## src/assert_macros.svh

```systemverilog
// Assertion macros used by the RTL top level of the cache tag lookup block.
// Holds only macro definitions; no other dependencies.
`ifndef ASSERT_MACROS_SVH
`define ASSERT_MACROS_SVH

// Clocked assertion that is switched off while reset is active.
`define ASSERT_CLK_RST(label, clk, rst_n, prop, msg) \
    label: assert property (@(posedge clk) disable iff (!rst_n) (prop)) else $error(msg);

// Clocked assertion that is also checked during reset.
`define ASSERT_CLK(label, clk, prop, msg) \
    label: assert property (@(posedge clk) (prop)) else $error(msg);

`endif

```

## src/salru_pkg.sv

```systemverilog
// Package of the set-associative cache tag lookup: defaults, register codes
// and the command and status structs between controller and datapath.
`timescale 1ns / 1ps

package salru_pkg;

    localparam int SETS_DEF      = 64;
    localparam int WAYS_DEF      = 8;
    localparam int ADDR_BITS_DEF = 32;

    localparam int PADDR_W = 4;

    localparam logic [1:0] REG_MODE  = 2'd0;
    localparam logic [1:0] REG_WAYS  = 2'd1;
    localparam logic [1:0] REG_SBITS = 2'd2;

    localparam logic       MODE_RST  = 1'b0;
    localparam logic [3:0] WAYS_RST  = 4'd8;
    localparam logic [2:0] SBITS_RST = 3'd6;

    typedef struct packed {
        logic clear_step;
        logic accept;
        logic commit;
    } t_cmd;

    typedef struct packed {
        logic clr_last;
        logic out_free;
    } t_stat;

endpackage

```

## src/salru_ctrl.sv

```systemverilog
// Controller of the cache tag lookup: clearing pass, accept and commit steps.
// Depends on salru_pkg for the command and status structs.
`timescale 1ns / 1ps

module salru_ctrl import salru_pkg::*; (
    input  logic  i_clk,
    input  logic  i_rst_n,
    input  logic  i_valid,
    output logic  o_ready,
    output t_cmd  o_cmd,
    input  t_stat i_stat
);

    localparam logic [1:0] S_CLEAR  = 2'd0;
    localparam logic [1:0] S_IDLE   = 2'd1;
    localparam logic [1:0] S_UPDATE = 2'd2;

    logic [1:0] r_state;
    logic [1:0] n_state;

    always_comb begin
        n_state          = r_state;
        o_ready          = 1'b0;
        o_cmd.clear_step = 1'b0;
        o_cmd.accept     = 1'b0;
        o_cmd.commit     = 1'b0;
        case (r_state)
            S_CLEAR: begin
                o_cmd.clear_step = 1'b1;
                if (i_stat.clr_last) begin
                    n_state = S_IDLE;
                end
            end
            S_IDLE: begin
                o_ready = 1'b1;
                if (i_valid) begin
                    o_cmd.accept = 1'b1;
                    n_state      = S_UPDATE;
                end
            end
            S_UPDATE: begin
                if (i_stat.out_free) begin
                    o_cmd.commit = 1'b1;
                    n_state      = S_IDLE;
                end
            end
            default: begin
                n_state = S_CLEAR;
            end
        endcase
    end

    always_ff @(posedge i_clk) begin
        if (!i_rst_n) begin
            r_state <= S_CLEAR;
        end else begin
            r_state <= n_state;
        end
    end

endmodule

```

## config.mk

```make
export PLATFORM = sky130hd
export DESIGN_NAME = salru_ctrl
export DESIGN_NICKNAME = d
export VERILOG_FILES = /design/src/assert_macros.svh /design/src/salru_pkg.sv /design/src/salru_ctrl.sv
export SDC_FILE = /design/constraint.sdc
export NUM_CORES = 1
export LEC_CHECK = 0
export ABC_CLOCK_PERIOD_IN_PS = 1500
export BUFFER_PORTS_ARGS = -buffer_cell sky130_fd_sc_hd__buf_2
export CORE_AREA = 2 2 39 41
export CTS_BUF_LIST = sky130_fd_sc_hd__clkbuf_16
export DETAILED_ROUTE_END_ITERATION = 16
export DIE_AREA = 0 0 41 43
export SLEW_MARGIN = 20
export SYNTH_ARGS = -nofsm -noshare
export SYNTH_HDL_FRONTEND = slang
export SYNTH_SLANG_ARGS = --single-unit
```

## constraint.sdc

```tcl
create_clock -name i_clk -period 1.5 [get_ports i_clk]
set_input_delay 0.225 -clock i_clk [delete_from_list [all_inputs] [get_ports i_clk]]
set_output_delay 0.225 -clock i_clk [all_outputs]
set_load 0.02 [all_outputs]
```

After elaboration in Yosys (flattened, before gate mapping)

Index checks and enable logic that the tools add are counted.

Eq/ne operators: 5
Muxes and demuxes: 10
Reduce and logical (&&, ||, !) cells: 2

Operator list:

| operator           | count |
|---|---|
| $mux 1             | 6 |
| $mux 2             | 3 |
| $ne 2x2->1 const B | 3 |
| $pmux 2 s3         | 1 |
| $reduce_and 3->1   | 1 |
| $eq 2x1->1 const B | 1 |
| $eq 2x2->1 const B | 1 |
| $logic_not 2->1    | 1 |

Register bits after elaboration: 2
Input bits: 5
Output and inout bits: 4
Logic and storage cells: 18

Logic depth before layout (Yosys ltp)

Gate-level depths: netlist (run 1).

Depth in word-level cells: 3
Mapped depth: 2
Gate-level depth less buffers: 2

Least setup slack after synthesis (run 1)

OpenSTA, ideal clock, no wires.

Kind: reg-to-reg
From: register r_state[1]
To: register r_state[0]
Setup time: 116 ps
Data arrival time: 874 ps
Slack: 510 ps
Stages on the path, launching flop included: 3
Clock period less this slack: 990 ps
Cell sequence: dfxtp_1 -> mux2_4 -> o211a_1

Cells in the longest elaborated chain, start to end: 3

Ends and longest elaborated chain:

| item                                     | RTL line         | source |
|---|---|---|
| start, declared                          | salru_ctrl.sv:18 | `logic [1:0] r_state;` |
| start signal, assigned                   | salru_ctrl.sv:57 | `r_state <= n_state;` |
| $eq 2x2->1, or another cell as far along | salru_ctrl.sv:27 | `case (r_state)` |
| $ne 2x2->1 (no source line)              | --               |  |
| $reduce_and 3->1 (no source line)        | --               |  |

Several ways; a longest one is shown, not always the timed one.
A chain may end at the register's enable or synchronous reset.

==> summary.txt, run 1 <==
Critical path
  • Worst Reg2Reg Path Length in Cells: 2
  • CP Launch Type: flop
  • R2r setup slk: approximately 0.47 ns
  • CP Class: flop to output pin
  • Arr. time, crit path: roughly 1 ns
  • CP Capture Type: output pin
  • FF-to-FF Start: r_state[1]
  • CP Max Fanout: 7
  • Req. time, crit path: roughly 1.3 ns
  • R2R Path End: r_state[0]

Run
  • Max cap viols: 0

Detailed routing
  • DR WL met3: between 60 and 70 um
  • Via count: between 100 and 150
  • Wire length on met2: roughly 77 um
  • DRT Wirelength: ~310 um
  • DR iter-0 viols: 1
  • Wire length per cell: 8.03 um
  • Max Used Layer: met4
  • M1 wire length: about 160 um
  • Final ANT Viol Nets: 0
  • Via-to-Cell Ratio: roughly 3.3
  • DRT Pass-1 Iters: 2
  • Post-route DRC: 0

Yosys
  • Register area share after synthesis: approximately a third
  • FF+latch count, synth: 2
  • Multiplexer area fraction after synthesis: approximately an eighth
  • Post-synthesis adder-cell area fraction: 0%
  • Largest family of logic cells by synthesized area: simple AND/OR/NAND/NOR gates
  • Post-Synth Simple-Gate Area: about a third
  • Cell area after synthesis: 115 um2
  • Synth Area per Inst: ~9.6 um2
  • Mapped Cells: 12
  • Unique masters post-synth: 10
  • Synthesized Nets: 17
  • Synth Area in Compound Gates: 19.6%
  • Synth Area in XOR/XNOR: 0%
  • Ys Warns: 0

CTS
  • CTS max path bufs: 2
  • Post-CTS Setup Bufs: 0
  • Hold buffers post-CTS: 0
  • CTS tree: done
  • CTS buffer count: 3
  • Clock slew at reported path FFs: 0.03 ns
  • Worst skew pair latency: ~0.22 ns
  • Root Driver: clkbuf_16
  • Clock sink count: 2
  • Cts repair resizes: 0
  • H-tree Lvls: 1

GRT
  • First-pass GRT wire length: between 500 and 600 um
  • Tot GR Track Use: 5.61%
  • Initial antenna violation count: 0
  • Grt ovf: 0
  • Vias in the first global route: around 130
  • Largest net degree at the start of global routing: 8

Floorplan
  • Initial Util: just over 8%
  • Total die area: about 1800 um2
  • Die H: between 40 and 50 um
  • IO Pins: 9
  • # rows: 14
  • Core area: between 1000 and 1500 um2
  • Die Width: between 40 and 50 um

Cells and area
  • Area grow syn2layout: 117%
  • Largest Register: r_state
  • Layout cells sized above 1: between 60% and 70%
  • Multi-input logic area: roughly 75 um2
  • Filler Cells Inserted: roughly 160
  • Largest regs: r_state (2)
  • Largest register FFs: 2
  • Layout Nets: 30
  • Post-Layout Cell Count: 39
  • Register Area: approximately 40 um2
  • Antenna diode count: 0

Hold path
  • Hold Path Cell Cnt: 2
  • HP Class: primary input to flop
  • Hold Crit Start: i_rst_n
  • WHS Endpoint: r_state[1]

Pwr
  • Leak: about 0.13 nW
  • Power Dens Cells: approximately 2000 nW/um2
  • Final Power: around 0.50 mW
  • Peak VDD IR: around 460 uV

STA
  • Tcrit/Tclk final: between 80 and 90%
  • Clk_skew: ~0.00099 ns
  • RSZ-0062 raised after global routing: false
  • F_max: 799 MHz
  • Final Worst Setup Slack: roughly 0.25 ns
  • Total negative setup slack: 0 ns
  • Relative slew slack: 86.7%
  • Worst Max-Slew Pin Slew: ~0.2 ns
  • Clock period minus worst slack: 1.25 ns
  • # setup viols final: 0
  • Fin. Hold Viols: 0
  • Slew Limit Fails: 0

Outcome
  • Status: finished clean

Placed design
  • Cells after DPL: 36
  • Port buffer count: 8
  • GPL Wtd Cong: ~0.57
  • Worst slack, placed: between 0.4 and 0.5 ns
[placed cells by master, fill, tap and decap left out]
| cell type | instances |
|---|---|
| nor3b_1 | 1 |
| clkbuf_16 | 3 |
| o21a_1 | 1 |
| nand2_1 | 1 |
| o21ai_0 | 1 |
| dfxtp_1 | 2 |
| and2b_2 | 1 |
| nor2_1 | 2 |
| mux2_4 | 1 |
| and3b_2 | 1 |
| buf_2 | 8 |
| o211a_1 | 1 |
[final cells by class]
| cell class | instances | area share (%) |
|---|---|---|
| Clock buffer | 3 | 30.0 |
| Multi-Input combinational cell | 10 | 30.0 |
| Timing Repair Buffer | 8 | 16.0 |
| Tap cell | 16 | 8.00 |
| Sequential cell | 2 | 16.0 |
[where the power goes]
group / switching (mW) / leakage (nW) / internal (mW) / total, mW
Clock: 0.0597 / 0.0370 / 0.339 / 0.399
Sequential: 0.00593 / 0.0165 / 0.0577 / 0.0636
Combinational: 0.0205 / 0.0719 / 0.0202 / 0.0406
[worst max-delay path by stage]
stage	depth (start not counted)	end	startpoint	slack, ns
floorplan	2	r_state[0]	r_state[1]	0.51
global placement	2	r_state[0]	r_state[1]	0.48
detailed placement	2	r_state[0]	r_state[1]	0.48
CTS	2	o_cmd[1]	r_state[1]	0.25
global route	2	o_cmd[1]	r_state[1]	0.20
finish	2	o_cmd[1]	r_state[1]	0.25
[through the flow]
stage          instance area, um2  hold WS [ns]  utilization, %
3_5_place_dp                  175         0.459            12.7
6_report                      250         0.237            18.1
4_1_cts                       250         0.234            18.1
3_3_place_gp                  175         0.455            12.7
2_1_floorplan                 115         0.343               -
5_1_grt                       250         0.251            18.1
[layer usage]
| metal | up-vias | GRT usage [%] |
|---|---|---|
| met5 | - | 0 |
| met4 | 0 | 10.0 |
| met3 | 2 | 5.24 |
| met2 | 12 | 4.06 |
| met1 | 49 | 5.75 |
| li1 | 65 | - |
[cell usage after synthesis (all sizes together)]
cell | instances | area [um2]
nand2 | 1 | 3.75
and3b | 1 | 10.0
nor2 | 2 | 7.51
o211a | 1 | 10.0
nor3b | 1 | 7.51
dfxtp | 2 | 40.0
mux2 | 1 | 15.0
o21a | 1 | 7.51
o21ai | 1 | 5.00
and2b | 1 | 8.76
[logic make-up (layout without fill, tap and decap cells)]
| logic type | count (synthesis) | in the layout |
|---|---|---|
| simple gates | 6 | 6 |
| compound gates | 3 | 3 |
| flops | 2 | 2 |
| mux | 1 | 1 |
| buf+inv | 0 | 11 |
[worst max-delay path: stages (launching register included)]
cell and delay, ns:
dfxtp_1 0.41, and3b_2 0.24, buf_2 0.16
Note: power is estimated with default switching activity, not from simulation.
==> inputs of run 2 (changes only) <==
--- a/config.mk
+++ b/config.mk
@@ -5,7 +5,7 @@
 export SDC_FILE = /design/constraint.sdc
 export NUM_CORES = 1
 export LEC_CHECK = 0
-export ABC_CLOCK_PERIOD_IN_PS = 1500
+export ABC_CLOCK_PERIOD_IN_PS = 1200
 export BUFFER_PORTS_ARGS = -buffer_cell sky130_fd_sc_hd__buf_2
 export CORE_AREA = 2 2 39 41
 export CTS_BUF_LIST = sky130_fd_sc_hd__clkbuf_16
==> constraint.sdc (replaced) <==
create_clock -name i_clk -period 1.2 [get_ports i_clk]
set_input_delay 0.18 -clock i_clk [delete_from_list [all_inputs] [get_ports i_clk]]
set_output_delay 0.18 -clock i_clk [all_outputs]
set_load 0.02 [all_outputs]
==> run 2 against run 1 <==
Worst hold slack lost 0.034 ns. Setup slack lost 0.19 ns. Clock power grew 24%. Register-to-register slack lost 0.25 ns. Highest routed layer is now met3.
==> summary.txt, run 2 (synthesis gave the netlist of run 1 again) <==
STA
  • Relative slew slack: 89.1% (+2.4 points)
  • Total negative setup slack: 0 ns (unchanged)
  • Slew Limit Fails: 0 (unchanged)
  • Fin. Hold Viols: 0 (unchanged)
  • F_max: just under 900 MHz
  • RSZ-0062 raised after global routing: false
  • Tcrit/Tclk final: around 95%
  • # setup viols final: 0 (unchanged)
  • Clock period minus worst slack: roughly 1.1 ns
  • Clk_skew: 0.00201 ns (+0.00102 ns)
  • Worst Max-Slew Pin Slew: 0.163 ns (-0.0361 ns)

Cells and area
  • Largest regs: r_state (2)
  • Area grow syn2layout: 120%
  • Layout Nets: 30 (unchanged)
  • Commonest non-fill, non-tap cells in the layout: 8 x buf_2, 3 x clkbuf_16, 2 x nor2_1, 2 x dfxtp_2
  • Largest register FFs: 2 (unchanged)
  • Largest Register: r_state
  • Antenna diode count: 0 (unchanged)
  • Finished layout cell area: 253 um2 (+1.0%)
  • Commonest non-fill, non-tap cell in the layout: buf_2
  • Layout cells sized above 1: 69.6% (+8.7 points)

CTS
  • Clock sink count: 2 (unchanged)
  • CTS tree: done
  • Clock slew at reported path FFs: 0.03 ns (about the same)
  • Worst skew pair latency: 0.22 ns (about the same)
  • CTS buffer count: 3 (unchanged)
  • CTS max path bufs: 2 (unchanged)
  • Root Driver: clkbuf_16
  • H-tree Lvls: 1 (unchanged)
  • Post-CTS Setup Bufs: 0 (unchanged)

Floorplan
  • IO Pins: 9 (unchanged)
  • Die Width: 41 um (unchanged)
  • Initial Util: 8.32% (unchanged)
  • Die H: 43 um (unchanged)
  • # rows: 14 (unchanged)
  • Core area: 1380 um2 (unchanged)
  • Total die area: 1760 um2 (unchanged)

Critical path
  • CP Launch Type: flop
  • CP Capture Type: output pin
  • CP Max Fanout: 7 (unchanged)
  • Arr. time, crit path: 0.96 ns (-0.07 ns)
  • Req. time, crit path: 1.02 ns (-0.25 ns)
  • CP Class: flop to output pin

GRT
  • Tot GR Track Use: 5.21% (-0.40 points)
  • Grt ovf: 0 (unchanged)
  • Initial antenna violation count: 0 (unchanged)
  • Vias in the first global route: 105 (-16%)
  • First-pass GRT wire length: 455 um (-12%)
  • Largest net degree at the start of global routing: 8 (unchanged)

Detailed routing
  • Via count: 122 (-4.7%)
  • DRT Wirelength: 314 um (+0.32%)
  • Wire length per cell: 8.05 um (+0.32%)
  • DR iter-0 viols: 1 (unchanged)
  • Post-route DRC: 0 (unchanged)
  • Final ANT Viol Nets: 0 (unchanged)
  • Via-to-Cell Ratio: 3.13 (-4.7%)
  • DRT Pass-1 Iters: 3 (+1)

Run
  • Max cap viols: 0 (unchanged)

Pwr
  • Peak VDD IR: 530 uV (+15%)
  • Power Dens Cells: 2480 nW/um2 (+23%)
  • Leak: 0.126 nW (+0.54%)

Outcome
  • Status: finished clean

Placed design
  • Port buffer count: 8 (unchanged)
  • Placed cell areas: 175 um2 (unchanged)
  • GPL Wtd Cong: 0.552 (-2.8%)

Hold path
  • HP Class: primary input to flop
## run 2: worst paths after layout
| kind | from | slack [ns] | endpoint | depth (start not counted) |
|---|---|---|---|---|
| max | r_state[1] | 0.06 | o_cmd[1] | 2 |
| min | i_rst_n | 0.20 | r_state[1] | 2 |
| max reg2reg | r_state[1] | 0.22 | r_state[0] | 2 |
| min reg2reg | r_state[0] | 0.55 | r_state[0] | 1 |
## run 2: area by class of cell
| cell class | count | area, um2 |
|---|---|---|
| fillers | 153 | 1130 |
| multi-input cells | 10 | 75.1 |
| clock buffers | 3 | 75.1 |
| flip-flops and latches | 2 | 42.5 |
| repair buffers | 8 | 40.0 |
| well taps | 16 | 20.0 |
## run 2: critical path, stage by stage (launching register included)
cell and delay (ns):
dfxtp_2 0.36, and3b_2 0.23, buf_2 0.16
## run 2: stage by stage
stage	hold slack [ns]	worst slack, ns	utilization, %	instances	power, mW
after floorplan	0.298	0.210	-	12	0.111
after global placement	0.417	0.178	12.7	36	0.130
after detailed placement	0.421	0.176	12.7	36	0.131
after CTS	0.196	0.00648	18.2	39	0.640
after global routing	0.211	0.0294	18.3	39	0.654
final	0.202	0.0593	18.3	39	0.626
## run 2: where the power goes
| part | internal (mW) | switching (mW) | leakage (nW) | total, mW |
|---|---|---|---|---|
| Clock | 0.423 | 0.0705 | 0.0370 | 0.494 |
| Sequential | 0.0732 | 0.00757 | 0.0172 | 0.0808 |
| Combinational | 0.0253 | 0.0258 | 0.0719 | 0.0510 |
## run 2: repair_timing
item	4_1_cts	5_1_grt
hold endpoints to repair	0	0
hold buffers	0	0
gates resized for setup	1	1
setup endpoints to repair	1	1
## run 2: routing by layer
metal | vias to the layer above | global-route usage (%) | part of all wire [%]
met4 | 0 | 6.00 | 0
met5 | - | 0 | 0
li1 | 66 | - | -
met2 | 9 | 4.06 | 29
met3 | 0 | 7.85 | 14
met1 | 47 | 4.79 | 57
==> inputs of run 3 (changes only) <==
--- a/config.mk
+++ b/config.mk
@@ -5,6 +5,7 @@
 export SDC_FILE = /design/constraint.sdc
 export NUM_CORES = 1
 export LEC_CHECK = 0
+export ABC_AREA = 1
 export ABC_CLOCK_PERIOD_IN_PS = 1200
 export BUFFER_PORTS_ARGS = -buffer_cell sky130_fd_sc_hd__buf_2
 export CORE_AREA = 2 2 39 41
==> run 3 against run 2 <==
Cell area grew 4.0%. Synthesized area is 4.3% higher. Clock power rose by 0.8%. Die area unchanged. Critical endpoint is now o_cmd[0]. Via count is 13% higher. Highest routed layer unchanged. Sequential cell count is the same. Critical path depth increased by 1.
==> summary.txt, run 3 <==
Floorplan
  • # rows: 14 (unchanged)
  • Total die area: 1760 um2 (unchanged)
  • Core area: 1380 um2 (unchanged)
  • IO Pins: 9 (unchanged)
  • Die Width: 41 um (unchanged)
  • Die H: 43 um (unchanged)
  • Initial Util: 8.68% (+0.36 points)

Critical path
  • CP Buf/Inv Count: 2 (+1)
  • CP Max Fanout: 4 (-3)
  • Top cell family by delay on the critical path: flip-flops
  • CP Class: flop to output pin
  • R2r setup slk: 0.47 ns (+0.25 ns)
  • Req. time, crit path: 1.02 ns (about the same)
  • Slowest library cell on the worst path: dfxtp_2
  • CP peak stage delay: 0.35 ns (about the same)
  • CP cell instances: inv_1 > nor3_2 > buf_2
  • CP Capture Type: output pin
  • CP Launch Type: flop
  • Arr. time, crit path: 0.95 ns (about the same)

Cells and area
  • Layout cells sized above 1: 53.3% (-16 points)
  • Final Util: 19.0% (+0.72 points)
  • Area grow syn2layout: 119%
  • Register Area: 42.5 um2 (unchanged)
  • Largest register FFs: 2 (unchanged)
  • Largest regs: r_state (2)
  • Post-Layout Cell Count: 46 (+18%)
  • Filler Cells Inserted: 167 (+9.2%)
  • Finished layout cell area: 263 um2 (+4.0%)
  • Layout Nets: 37 (+23%)
  • Antenna diode count: 0 (unchanged)
  • Largest Register: r_state
  • Commonest non-fill, non-tap cells in the layout: 8 x buf_2, 6 x inv_1, 4 x nand2_1
  • Commonest non-fill, non-tap cell in the layout: buf_2
  • Multi-input logic area: 62.6 um2 (-17%)

Yosys
  • Yosys top cell area share: 33.3% (-1.4 points)
  • Synth Flop Type: dfxtp_1
  • Post-synth EDFFs: 0 (unchanged)
  • Top-count cell post-synth: inv_1
  • Mapped Cells: 19 (+7)
  • Area leader, netlist: dfxtp_1
  • Ys async rst share: 0% (unchanged)
  • Synth cell count leaders: 6 x inv_1, 4 x nand2_1, 2 x dfxtp_1
  • Synthesized Nets: 24 (+7)
  • Cell area after synthesis: 120 um2 (+4.3%)
  • Register area share after synthesis: 33.3% (-1.4 points)
  • Ys Warns: 0 (unchanged)
  • Unique masters post-synth: 10 (unchanged)
  • Synth top area cells: dfxtp_1 33%, inv_1 19%, nand2_1 13%, nand3_2 8.3%, a21boi_1 6.3%
  • FF+latch count, synth: 2 (unchanged)
  • Synth Area per Inst: 6.32 um2 (-34%)

Pwr
  • Power Dens Cells: 2420 nW/um2 (-2.4%)
  • Peak VDD IR: 456 uV (-14%)
  • Final Power: 0.635 mW (+1.4%)
  • Leak: 0.144 nW (+15%)

CTS
  • H-tree Lvls: 1 (unchanged)
  • Clock sink count: 2 (unchanged)
  • Root Driver: clkbuf_16
  • CTS max path bufs: 2 (unchanged)
  • CTS tree: done
  • Clock slew at reported path FFs: 0.03 ns (about the same)
  • Hold buffers post-CTS: 0 (unchanged)
  • CTS buffer count: 3 (unchanged)
  • Worst skew pair latency: 0.22 ns (about the same)

STA
  • Worst Max-Slew Pin Slew: 0.142 ns (-0.0210 ns)
  • Hold_ws: 0.190 ns (-0.0119 ns)
  • Clk_skew: 0.00113 ns (-0.000878 ns)
  • Tcrit/Tclk final: 94.3% (-0.77 points)
  • Slew Limit Fails: 0 (unchanged)
  • Final Worst Setup Slack: 0.0685 ns (+0.00920 ns)
  • F_max: 884 MHz (+0.81%)
  • Clock period minus worst slack: 1.13 ns (-0.00920 ns)
  • Total negative setup slack: 0 ns (unchanged)
  • Relative slew slack: 90.4% (+1.3 points)
  • Fin. Hold Viols: 0 (unchanged)
  • # setup viols final: 0 (unchanged)

Detailed routing
  • DRT Wirelength: 308 um (-1.9%)
  • DR iter-0 viols: 1 (unchanged)
  • Final ANT Viol Nets: 0 (unchanged)
  • Via-to-Cell Ratio: 3.00 (-4.1%)
  • Via count: 138 (+13%)
  • DRT Pass-1 Iters: 2 (-1)
  • Post-route DRC: 0 (unchanged)
  • Wire length per cell: 6.70 um (-17%)

GRT
  • First-pass GRT wire length: 407 um (-11%)
  • Vias in the first global route: 120 (+14%)
  • Grt ovf: 0 (unchanged)
  • Initial antenna violation count: 0 (unchanged)
  • Largest net degree at the start of global routing: 7 (-1)
  • Tot GR Track Use: 4.41% (-0.80 points)

Placed design
  • Port buffer count: 8 (unchanged)
  • GPL Wtd Cong: 0.591 (+7.1%)
  • DP HPWL: 225 um
  • Worst slack, placed: 0.211 ns (+0.0355 ns)
  • Placed cell areas: 180 um2 (+2.9%)
  • Cells after DPL: 43 (+19%)

Run
  • Max cap viols: 0 (unchanged)

Outcome
  • Status: finished clean

Hold path
  • HP Class: primary input to flop
run 3: cell families after synthesis:
family / share of synthesized area [%]
AOI/OAI and AO/OA: 10.4
buffers and inverters: 18.7
DFF: 33.3
and+or+nand+nor: 37.5
run 3: power breakdown:
part / switching [mW] / internal (mW) / total (mW)
Sequential: 0.00783 / 0.0735 / 0.0814
Combinational: 0.0330 / 0.0224 / 0.0554
Clock: 0.0741 / 0.424 / 0.498
run 3: timing repair:
item	4_1_cts	5_1_grt
setup endpoints to repair	1	1
buffers inserted	0	0
hold endpoints to repair	0	0
gates cloned	0	0
gates resized for setup	1	2
run 3: final timing paths:
path | start | endpoint | cells after the start
worst max-delay path | r_state[1] | o_cmd[0] | 3
worst min-delay path | i_rst_n | r_state[0] | 3
worst max register to register | r_state[1] | r_state[1] | 3
worst min register to register | r_state[1] | r_state[1] | 2
run 3: worst register-to-register path: cells and delay by family (launching register included):
| kind | cells | cell delay, ns |
|---|---|---|
| and+or+nand+nor | 1 | 0.10 |
| AOI/OAI and AO/OA | 1 | 0.14 |
| buffers and inverters | 1 | 0.10 |
| DFF | 1 | 0.32 |
run 3: layer usage:
layer / up-vias / part of all wire, % / track usage (%)
met5: - / 0 / 0
met4: 0 / 0 / 10.0
met3: 0 / 14 / 2.62
met2: 5 / 51 / 4.38
met1: 55 / 35 / 3.21
li1: 78 / - / -
run 3: cell type report:
cell class                      instances  share of cell area [%]
Clock buffer                            3                    28.6
Inverter                                6                    8.57
Multi-Input combinational cell         11                    23.8
Sequential cell                         2                    16.2
Tap cell                               16                    7.62
Timing Repair Buffer                    8                    15.2
